`config.mk`:
```
export PLATFORM = sky130hd
export DESIGN_NAME = base62_encode_u64_top
export DESIGN_NICKNAME = d
export VERILOG_FILES = /design/src/hdl/b62_pkg.sv /design/src/hdl/b62_cell.sv /design/src/hdl/base62_encode_u64_top.sv
export SDC_FILE = /design/constraint.sdc
export NUM_CORES = 1
export LEC_CHECK = 0
export BUFFER_PORTS_ARGS = -buffer_cell sky130_fd_sc_hd__buf_2
export CORE_ASPECT_RATIO = 0.6
export CORE_MARGIN = 5
export CORE_UTILIZATION = 40
export CTS_BUF_LIST = sky130_fd_sc_hd__clkbuf_2
export CTS_CLUSTER_SIZE = 14
export DETAILED_ROUTE_END_ITERATION = 16
export PLACE_DENSITY = 0.55
export SYNTH_ARGS = -nofsm -noshare
export SYNTH_HDL_FRONTEND = slang
export SYNTH_SLANG_ARGS = --single-unit
```
`constraint.sdc`:
```
create_clock -name clk -period 16.3 [get_ports clk]
set_clock_uncertainty 0.15 [all_clocks]
set_input_delay 3.26 -clock clk [delete_from_list [all_inputs] [get_ports clk]]
set_output_delay 3.26 -clock clk [all_outputs]
set_load 0.01 [all_outputs]
```
`src/hdl/b62_pkg.sv`:
```
// shared constants, types and the digit-to-ascii function for the base-62 encoder
package b62_pkg;

  localparam int MAX_DIGITS_DEF = 11;
  localparam int VALUE_W        = 64;
  localparam int DIGIT_W        = 6;
  localparam int CHAR_W         = 7;
  localparam int RADIX          = 62;
  localparam int HALF_RADIX     = RADIX / 2;

  // per-cycle control shared by every cell of the row
  typedef struct packed {
    logic clear;
    logic shift;
  } cell_ctrl_t;

  // 0-9 -> '0'-'9', 10-35 -> 'a'-'z', 36-61 -> 'A'-'Z'
  function automatic logic [CHAR_W-1:0] glyph_of(input logic [DIGIT_W-1:0] d);
    logic [CHAR_W-1:0] dx;
    dx = CHAR_W'(d);
    if (d < DIGIT_W'(10)) begin
      glyph_of = dx + CHAR_W'(48);
    end else if (d < DIGIT_W'(36)) begin
      glyph_of = dx + CHAR_W'(87);
    end else if (d < DIGIT_W'(RADIX)) begin
      glyph_of = dx + CHAR_W'(29);
    end else begin
      glyph_of = CHAR_W'(48);
    end
  endfunction

endpackage

```
`src/hdl/b62_cell.sv`:
```
// one base-62 digit cell: doubles its digit and adds the carry from the cell below
module b62_cell (
  input  logic                         clk,
  input  b62_pkg::cell_ctrl_t          ctrl,
  input  logic                         carry_in,
  output logic                         carry_out,
  output logic [b62_pkg::DIGIT_W-1:0]  digit
);
  import b62_pkg::*;

  logic [DIGIT_W-1:0] digit_r;
  logic [DIGIT_W-1:0] digit_nxt;
  logic [DIGIT_W:0]   doubled;

  // carry depends only on the held digit, so nothing ripples along the row
  assign carry_out = (digit_r >= DIGIT_W'(HALF_RADIX));
  assign doubled   = {digit_r, carry_in};

  always_comb begin
    if (carry_out) begin
      digit_nxt = DIGIT_W'(doubled - (DIGIT_W+1)'(RADIX));
    end else begin
      digit_nxt = DIGIT_W'(doubled);
    end
  end

  always_ff @(posedge clk) begin
    if (ctrl.clear) begin
      digit_r <= '0;
    end else if (ctrl.shift) begin
      digit_r <= digit_nxt;
    end
  end

  assign digit = digit_r;

endmodule

```
`src/hdl/base62_encode_u64_top.sv`:
```
// base-62 encoder top level: bit-serial conversion into a row of digit cells, then emit
//
// A transaction is taken when start is high and busy is low. The 64-bit value is shifted
// in one bit per cycle, most significant first, into a row of base-62 digit cells; the
// ST_SIZE state then finds the leading digit, and the characters leave one per cycle,
// most significant first, each shown for exactly one cycle with out_strobe high and the
// final one with out_last_char high. A value has 1 to MAX_DIGITS characters; busy
// stays high, and no new value is taken, until its last character is emitted. The
// receiver cannot stall, so every strobed character must be captured when it appears. If
// the value needs more than MAX_DIGITS digits, only the low MAX_DIGITS digits are sent.
module base62_encode_u64_top #(
  parameter int MAX_DIGITS = b62_pkg::MAX_DIGITS_DEF
) (
  input  logic                         clk,
  input  logic                         rst_n,
  input  logic                         start,
  output logic                         busy,
  input  logic [b62_pkg::VALUE_W-1:0]  in_value,
  output logic                         out_strobe,
  output logic [b62_pkg::CHAR_W-1:0]   out_digit_char,
  output logic                         out_last_char
);
  import b62_pkg::*;

  localparam int IDX_W     = (MAX_DIGITS > 1) ? $clog2(MAX_DIGITS) : 1;
  localparam int BIT_CNT_W = $clog2(VALUE_W);

  typedef enum logic [1:0] {
    ST_IDLE,
    ST_SHIFT,
    ST_SIZE,
    ST_EMIT
  } state_t;

  state_t               state_r;
  logic [VALUE_W-1:0]   value_r;
  logic [BIT_CNT_W-1:0] bit_cnt_r;
  logic                 overflow_r;
  logic [IDX_W-1:0]     slot_r;
  logic                 out_strobe_r;
  logic [CHAR_W-1:0]    out_char_r;
  logic                 out_last_r;

  cell_ctrl_t           ctrl;
  logic [DIGIT_W-1:0]   digit [MAX_DIGITS];
  logic                 carry [MAX_DIGITS];
  logic [IDX_W-1:0]     top_idx;

  assign busy = (state_r != ST_IDLE);

  assign ctrl.clear = start && !busy;
  assign ctrl.shift = (state_r == ST_SHIFT);

  for (genvar i = 0; i < MAX_DIGITS; i++) begin : g_cell
    b62_cell u_cell (
      .clk       (clk),
      .ctrl      (ctrl),
      .carry_in  ((i == 0) ? value_r[VALUE_W-1] : carry[(i == 0) ? 0 : i-1]),
      .carry_out (carry[i]),
      .digit     (digit[i])
    );
  end

  // highest nonzero cell; a carry out of the row means all cells are significant
  always_comb begin
    top_idx = '0;
    for (int i = 0; i < MAX_DIGITS; i++) begin
      if (digit[i] != '0) begin
        top_idx = IDX_W'(i);
      end
    end
    if (overflow_r) begin
      top_idx = IDX_W'(MAX_DIGITS - 1);
    end
  end

  always_ff @(posedge clk) begin
    if (!rst_n) begin
      state_r      <= ST_IDLE;
      out_strobe_r <= 1'b0;
    end else begin
      out_strobe_r <= 1'b0;
      case (state_r)
        ST_IDLE: begin
          if (start) begin
            value_r    <= in_value;
            bit_cnt_r  <= '0;
            overflow_r <= 1'b0;
            state_r    <= ST_SHIFT;
          end
        end
        ST_SHIFT: begin
          value_r    <= {value_r[VALUE_W-2:0], 1'b0};
          bit_cnt_r  <= bit_cnt_r + 1'b1;
          overflow_r <= overflow_r | carry[MAX_DIGITS-1];
          if (bit_cnt_r == BIT_CNT_W'(VALUE_W - 1)) begin
            state_r <= ST_SIZE;
          end
        end
        ST_SIZE: begin
          slot_r  <= top_idx;
          state_r <= ST_EMIT;
        end
        ST_EMIT: begin
          out_strobe_r <= 1'b1;
          out_char_r   <= glyph_of(digit[slot_r]);
          out_last_r   <= (slot_r == '0);
          slot_r       <= slot_r - 1'b1;
          if (slot_r == '0) begin
            state_r <= ST_IDLE;
          end
        end
        default: begin
          state_r <= ST_IDLE;
        end
      endcase
    end
  end

  assign out_strobe     = out_strobe_r;
  assign out_digit_char = out_char_r;
  assign out_last_char  = out_last_r;

endmodule
```
# Yosys cells after proc, flatten, opt, wreduce, memory -nomap -nowiden
# Cells that the tools add are included.
word_totals:
  ff_bits: 152
  inputBits: 67
  out_inout_bits: 10
  word_cells: 120
classes:
  addsub: 16
  order_cmp: 15
  n_eq_ne: 7
  mux: 40
  bitwise_logic: 2
  reduce_logical: 21
ops:
  columns: ["operator", "n"]
  rows:
  - ["one-hot mux 64 bit (2 select lines)", 1]
  - ["2-to-1 mux 6 bit", 14]
  - ["greater-or-equal comparator 6 x 5 -> 1 bit, second input constant", 11]
  - ["subtractor 6 bit, second input constant", 11]
  - ["2-to-1 mux 64 bit", 1]
  - ["nonzero test 6 bit", 10]
  - ["2-to-1 mux 4 bit", 10]
  - ["binary-select mux 6 bit (select 4 bit)", 1]
  - ["2-to-1 mux 7 bit", 3]
  - ["< comparator 6 bit, second input constant", 2]
  - ["one-hot mux 6 bit (2 select lines)", 1]
  - ["one-hot mux 2 bit (4 select lines)", 1]
  - ["one-hot mux 4 bit (2 select lines)", 1]
  - ["adder 6 x 5 -> 7 bit, second input constant", 1]
  - ["adder 6 x 6 -> 7 bit, second input constant", 1]
  - ["adder 6 x 7 -> 7 bit, second input constant", 1]
  - ["adder 6 x 1 -> 6 bit, second input constant", 1]
  - ["equality test 6 bit, second input constant", 1]
  - ["< comparator 6 x 4 -> 1 bit, second input constant", 1]
  - ["2-to-1 mux 2 bit", 3]
  - ["AND reduction 3 bit", 2]
  - ["nonzero test 2 bit", 3]
  - ["greater-or-equal comparator 5 bit, second input constant", 1]
  - ["inverter 4 -> 5 bit", 1]
  - ["13 further kinds", 18]

# Logic depth before layout (Yosys ltp)
# Gate-level depths: netlist of the first run.
depth:
  ltp_word: 13
  depth_mapped: 12
  mapped_depth_nobuf: 10

# Cells and area by module
# Synthesis of the first run repeated with hierarchy kept, for this count alone.
hier_totals:
  hier_cells: 751
  hier_area_um2: 8530.7
by_module_without_submodules:
  columns: ["mod", "instances", "cells_each", "area_each_um2", "seq_area_each_um2"]
  rows:
  - ["base62_encode_u64_top", 1, 366, 4938.5, 2552.4]
  - ["b62_cell", 11, 35, 326.6, 120.1]

# Least setup slack after synthesis of the first run
# No wires, ideal clock.
synth_timing:
  path_type: "in2reg"
  startpoint: "input start"
  endpoint: "register bit_cnt_r[0] (enable)"
  setup_time_ps: 500
  arrival_time_ps: 6809
  required_ps: 15650
  setup_slack_ps: 8841
  path_stages: 5
  path_buffers: 2
  cell_sequence: "and2_1 clkbuf_1 buf_1 a21oi_1 nor2_1"
synth_between:
  elab_chain_len: 2
synth_lines:
  columns: ["item", "line_no", "source"]
  rows:
  - ["start, declared", "base62_encode_u64_top.sv:16", "input logic start,"]
  - ["inequality test 2 bit (no source line)", null, null]
  - ["AND reduction 3 bit (no source line)", null, null]
  - ["end signal, assigned", "base62_encode_u64_top.sv:94", "bit_cnt_r <= bit_cnt_r + 1'b1;"]
  - ["end, declared", "base62_encode_u64_top.sv:37", "logic [BIT_CNT_W-1:0] bit_cnt_r;"]
# No other way between the ends.
# A chain may end at the register's enable or synchronous reset.

# Final worst setup path of the first run
layout_timing:
  startpoint: "register state_r[0]"
  endpoint: "output busy"
layout_between:
  elab_chain_len: 1
layout_lines:
  columns: ["item", "line_no", "source"]
  rows:
  - ["start, declared", "base62_encode_u64_top.sv:35", "state_t state_r;"]
  - ["start signal, assigned", "base62_encode_u64_top.sv:79", "state_r <= ST_IDLE;"]
  - ["start signal, assigned", "base62_encode_u64_top.sv:89", "state_r <= ST_SHIFT;"]
  - ["start signal, assigned", "base62_encode_u64_top.sv:97", "state_r <= ST_SIZE;"]
  - ["nonzero test 2 bit", "base62_encode_u64_top.sv:49", "assign busy = (state_r != ST_IDLE);"]
  - ["end, declared", "base62_encode_u64_top.sv:17", "output logic busy,"]
# No other way between the ends.

==> results of run 1 <==
-- cells in the mapped netlist, types with 12 or more instances --
cell type | number | share of area
a211oi_1 | 35 | 0.032
a21oi_1 | 18 | 0.011
a41o_1 | 12 | 0.014
clkbuf_1 | 41 | 0.019
dfxtp_1 | 69 | 0.17
edfxtp_1 | 83 | 0.30
ha_1 | 32 | 0.048
inv_1 | 34 | 0.015
mux2_2 | 68 | 0.092
mux2i_1 | 27 | 0.033
nand2_1 | 56 | 0.025
nand3_1 | 30 | 0.018
nand4_1 | 12 | 0.0090
nor2_1 | 71 | 0.032
o21ai_0 | 16 | 0.0096
xnor2_1 | 15 | 0.016
xor2_1 | 24 | 0.025
-- routing by layer --
layer	wire length, microns	global-route usage	up-vias	share of wire
li1	-	-	2943	-
met1	9530	0.236	2847	0.53
met2	7450	0.218	105	0.41
met3	817	0.0401	12	0.046
met4	160	0.0366	0	0.0089
met5	0	0	-	0
-- placed cells by master (no fill, tap or decap), types with 5 or more instances in the layout --
cell      count
edfxtp_1     83
buf_2        76
nor2_1       70
dfxtp_1      69
mux2_2       68
nand2_1      56
a211oi_1     35
inv_1        34
ha_1         31
nand3_1      30
mux2i_1      27
xor2_1       24
clkbuf_2     19
a21oi_1      18
o21ai_0      16
xnor2_1      15
nand4_1      12
a41o_1       12
a311oi_1     11
a41oi_1      11
nor4_1       10
and2_1       10
nor2b_1       7
mux4_2        6
clkinv_2      5
buf_4         5
-- kinds of logic after synthesis --
logic type,count (synthesis),share of synthesized area
and+or+nand+nor,213,0.118
DFF,152,0.466
AOI/OAI and AO/OA,144,0.139
muxes,102,0.142
buffers and inverters,91,0.0456
xor gates and xnor gates,39,0.0411
adders and majority gates,32,0.0482
-- critical path: cells and delay by family (launching register included) --
kind	cells	cell delay [ns]
buffers and inverters	3	0.35
DFF	1	0.46
adders and majority gates	1	0.24
-- final cells by class --
| type | count | area (sq um) | share of cell area |
|---|---|---|---|
| multi-input cells | 530 | 4080 | 0.452 |
| flip-flops and latches | 152 | 3870 | 0.429 |
| repair buffers | 81 | 418 | 0.0463 |
| well taps | 273 | 342 | 0.0378 |
| inverters | 35 | 134 | 0.0148 |
| clock buffers | 19 | 95.1 | 0.0105 |
| clock inverters | 13 | 82.6 | 0.00915 |
-- registers in the layout (all words and copies together) (netlist names) --
name and flops:
out_last_char 1, value_r 64, out_digit_char 7, state_r 2, bit_cnt_r 6, slot_r 4, out_strobe 1, overflow_r 1
g_cell.u_cell.digit 66
-- final timing paths --
| kind | startpoint | endpoint | slack [ns] |
|---|---|---|---|
| max | state_r[0] | busy | 11.11 |
| min | g_cell[0].u_cell.digit[5] | g_cell[0].u_cell.digit[5] | 0.38 |
| max reg2reg | slot_r[0] | out_digit_char[3] | 12.69 |
| min reg2reg | g_cell[0].u_cell.digit[5] | g_cell[0].u_cell.digit[5] | 0.38 |
-- power by group --
group	switching [mW]	internal (mW)	total, mW
Clock	0.141	0.0399	0.181
Combinational	0.354	0.294	0.648
Sequential	0.139	0.553	0.691
Total	0.634	0.887	1.52
-- stage by stage --
stage / std cells / cell area [sq um] / total power, mW / hold slack [ns] / setup slack, ns
floorplan: 773 / 8310 / 1.19 / 0.305 / 8.84
global placement: 1071 / 8850 / 1.32 / 0.322 / 10.68
detailed placement: 1071 / 8850 / 1.35 / 0.339 / 10.62
CTS: 1103 / 9020 / 1.53 / 0.371 / 11.01
global route: 1103 / 9020 / 1.65 / 0.407 / 10.92
finish: 1103 / 9020 / 1.52 / 0.376 / 11.11
==> results by group, run 1 <==
Placement
  • DP HPWL: 12500 microns
  • Number of I/O port buffers: 76
  • Gpl congestion: 0.850

Yosys
  • Yosys reg bits: 152
  • Synthesized cell area: 8310 sq um
  • Async set or reset register ratio after synthesis: 0
  • Syn_area_per_cell: 10.8 sq um
  • Syn. warnings: 0
  • Register area share after synthesis: 0.466
  • Main synth FF type: edfxtp_1
  • Synth Net Count: 872
  • Netlist cell types: 67
  • EDFF count, synth: 83
  • Cell count after synthesis: 773

Finish
  • Share of layout cells above drive strength 1: 0.246
  • P&R area growth vs syn: 8.58%
  • Number of fillers in the final layout: 1919
  • N_diodes: 0
  • Layout Utilization: 0.446
  • Final nets: 916

Timing
  • Endpoints failing hold: 0
  • Setup TNS: 0 ns
  • Highest clock rate: 193 MHz
  • Min Tclk post-route: 5.19 ns
  • Final Slew Violations: 0
  • Actual slew at the worst max-slew pin: 0.936 ns
  • Final worst path period share: 0.319
  • Unrepaired setup endpoints after global routing: false
  • Slew headroom: 0.376
  • Final setup vio count: 0

Detailed routing
  • Drc violations: 0
  • ANT nets after route: 0
  • Iter 0 DRT Violations: 405
  • WL final: 18000 microns
  • Vias per cell: 5.36
  • Pre-antenna DRT Iters: 5
  • Vias: 5907
  • Wire per inst: 16.3 microns

Clocking
  • Hold buffers post-CTS: 0
  • Post-CTS Resized: 0
  • Clk_lat worst skew: 0.74 ns
  • CTS tree: yes
  • CTS root buf: clkbuf_2
  • Deepest level of the CTS H-tree: 4
  • CTS Buf Count: 17
  • Max Buffers Root-to-Sink: 2
  • Post-CTS Repair Setup Buffers: 0
  • Clock sinks: 152
  • Worst-path clk slew: 0.23 ns

Floorplan
  • Core Area: 20200 sq um
  • Die width: 196 microns
  • I/O pin total: 77
  • Die Height: 122 microns
  • Starting Density: 0.411
  • Num rows: 40
  • Die area: 23900 sq um

Critical path
  • R2R depth: 11
  • Crit end category: output port
  • Critical path cell sequence: inv_1 > ha_1 > inv_1 > buf_2
  • Kind of start point of the critical path: flip-flop
  • Critical Path Max Stage Delay: 0.46 ns
  • Kind of critical path: reg -> out
  • Critical Path RT: 12.89 ns
  • Critical-path top delay cell: dfxtp_1
  • WP data arrival: 1.78 ns
  • CP dominant cell by count: inv_1
  • CP max FO: 3

Global routing
  • Vias in the first global route: 5653
  • Largest net degree at the start of global routing: 82
  • Initial antenna violation count: 0
  • First-pass GRT wire length: 29700 microns
  • Grt total ovfl: 0
  • Gr usage total: 0.155

Power and ir drop
  • Leak: 3.32 nW
  • Power Dens Cells: 168 nW/um^2
  • Peak VDD IR: 91.7 uV

Run
  • Max-cap violations: 0

Status
  • Status: completed

Worst hold path
  • Hold Path Depth: 2
  • Min-delay worst type: reg -> reg
Power figures use the tool's default switching activity.
==> run 2: changes to the inputs <==
- PLACE_DENSITY: 0.55 -> 0.58
- clock period: 16.3 -> 4.45 ns (I/O delays scaled with it)
==> results by group, run 2 (synthesis results as in run 1) <==
Power and ir drop
  • Peak VDD IR: 969 uV
  • Pint: 3.29 mW
  • Clock share of power: 0.134
  • Sequential power share: 0.448
  • Leak: 3.34 nW
  • Switch share: 0.421
  • Part of the power in combinational logic: 0.418
  • Power Dens Cells: 625 nW/um^2
  • P_sw: 2.39 mW

Clocking
  • Clk_lat worst skew: 0.74 ns
  • Hold buffers post-CTS: 0
  • Deepest level of the CTS H-tree: 4
  • Post-CTS Resized: 0
  • Post-CTS Repair Setup Buffers: 0
  • Worst-path clk slew: 0.26 ns
  • Clock sinks: 152
  • CTS tree: yes
  • Max Buffers Root-to-Sink: 2
  • CTS Buf Count: 17
  • CTS root buf: clkbuf_2

Timing
  • Setup TNS: 0 ns
  • Endpoints failing hold: 0
  • Highest clock rate: 278 MHz
  • Final setup vio count: 0
  • Unrepaired setup endpoints after global routing: false
  • Min Tclk post-route: 3.60 ns
  • Slew headroom: 0.378
  • Final Slew Violations: 0
  • Actual slew at the worst max-slew pin: 0.934 ns
  • Final worst path period share: 0.809

Critical path
  • Kind of start point of the critical path: flip-flop
  • Critical Path RT: 4.82 ns
  • Kind of critical path: reg -> reg
  • Crit Reg-Reg Endpoint: out_digit_char[3]
  • WP data arrival: 3.98 ns
  • Critical Path Max Stage Delay: 0.67 ns
  • CP Launch Point: slot_r[0]
  • Critical-path top delay cell: edfxtp_1
  • Critical path cell sequence: buf_4 > mux2_2 > a221o_1 > a32oi_4 > inv_4 > ha_1 > a21oi_1 > a31oi_2 > o31a_4 > a221oi_2 > mux2i_1
  • Worst Path Buf+Inv: 2
  • R2R depth: 11
  • Crit. path cell count: 11
  • CP delay by family, top: compound AO/OA/AOI/OAI gates
  • CP Capture Point: out_digit_char[3]
  • Crit end category: flip-flop
  • Reg-to-reg setup timing slack: 0.85 ns
  • RR Startpoint: slot_r[0]
  • CP max FO: 9

Finish
  • Max reg flops: 66
  • Sequential Area: 3870 sq um
  • Share of layout cells above drive strength 1: 0.247
  • P&R area growth vs syn: 9.45%
  • Layout Utilization: 0.450
  • Design Area, Final: 9100 sq um
  • Final nets: 917
  • N_diodes: 0
  • Most frequent cells in the layout: edfxtp_1 (83), buf_2 (76), nor2_1 (70), dfxtp_1 (69), mux2_2 (68)
  • Area of the multi-input gates: 4080 sq um
  • Number of fillers in the final layout: 1919
  • Layout Cells excl Fill: 1104
  • Most common cell after layout, fill and taps aside: edfxtp_1

Global routing
  • Initial antenna violation count: 0
  • Gr usage total: 0.154
  • First-pass GRT wire length: 29600 microns
  • Grt total ovfl: 0
  • Largest net degree at the start of global routing: 193
  • Vias in the first global route: 5360

Status
  • Status: completed

Detailed routing
  • Vias per cell: 5.35
  • Iter 0 DRT Violations: 414
  • Pre-antenna DRT Iters: 4
  • WL final: 18100 microns
  • ANT nets after route: 0
  • Drc violations: 0
  • Wire per inst: 16.4 microns
  • Vias: 5903

Floorplan
  • I/O pin total: 77
  • Die width: 196 microns
  • Core Area: 20200 sq um
  • Starting Density: 0.411
  • Num rows: 40
  • Die area: 23900 sq um
  • Die Height: 122 microns

Placement
  • Area after DPL: 8880 sq um
  • Number of I/O port buffers: 76
  • DP HPWL: 12500 microns
  • Placed insts: 1072
  • Gpl congestion: 0.855

Run
  • Max-cap violations: 0

Worst hold path
  • Min-delay worst type: in -> reg
  • Hold Path Depth: 2
run 2: cell count changes in the layout (fill, tap and decap cells not counted), sizes merged:
cell,previous run,this run
inv,38,45
clkinv,8,3
buf,81,82
clkbuf,19,18
clkinvlp,2,1
run 2: layout make-up:
class                   instances  share of cell area
multi-input cells             530               0.448
flip-flops and latches        152               0.426
repair buffers                 82              0.0495
well taps                     273              0.0375
inverters                      35              0.0147
clock inverters                14              0.0140
clock buffers                  18             0.00990
run 2: how the worst min path moves through the flow:
stage	from	end	slack [ns]
after floorplan	g_cell[0].u_cell.digit[5]	g_cell[0].u_cell.digit[5]	0.30
after global placement	value_r[63]	g_cell[0].u_cell.digit[0]	0.32
after detailed placement	value_r[63]	g_cell[0].u_cell.digit[0]	0.32
after CTS	rst_n	state_r[1]	0.16
after global routing	rst_n	state_r[1]	0.15
final	rst_n	state_r[1]	0.23
run 2: through the flow:
step | power (mW) | setup slack, ns | hold WS, ns
after detailed placement | 4.94 | 0.868 | 0.320
after global routing | 6.15 | 0.511 | 0.149
after global placement | 4.93 | 0.960 | 0.320
after floorplan | 4.36 | 0.541 | 0.305
final | 5.68 | 0.849 | 0.227
after CTS | 5.71 | 0.820 | 0.159
run 2: power groups by stage:
| stage | clock network [mW] | registers, mW | logic [mW] |
|---|---|---|---|
| 6_report | 0.761 | 2.55 | 2.38 |
| 5_1_grt | 0.854 | 2.61 | 2.68 |
| 4_1_cts | 0.793 | 2.54 | 2.39 |
| 3_5_place_dp | 0 | 2.57 | 2.37 |
| 3_3_place_gp | 0 | 2.58 | 2.35 |
| 2_1_floorplan | 0 | 2.30 | 2.06 |
run 2: metal layers:
metal	track usage	wire, microns	vias to the layer above	share of wire
li1	-	-	2951	-
met1	0.258	10100	2832	0.56
met2	0.192	7020	109	0.39
met3	0.0354	779	11	0.043
met4	0.0357	127	0	0.0070
met5	0	0	-	0
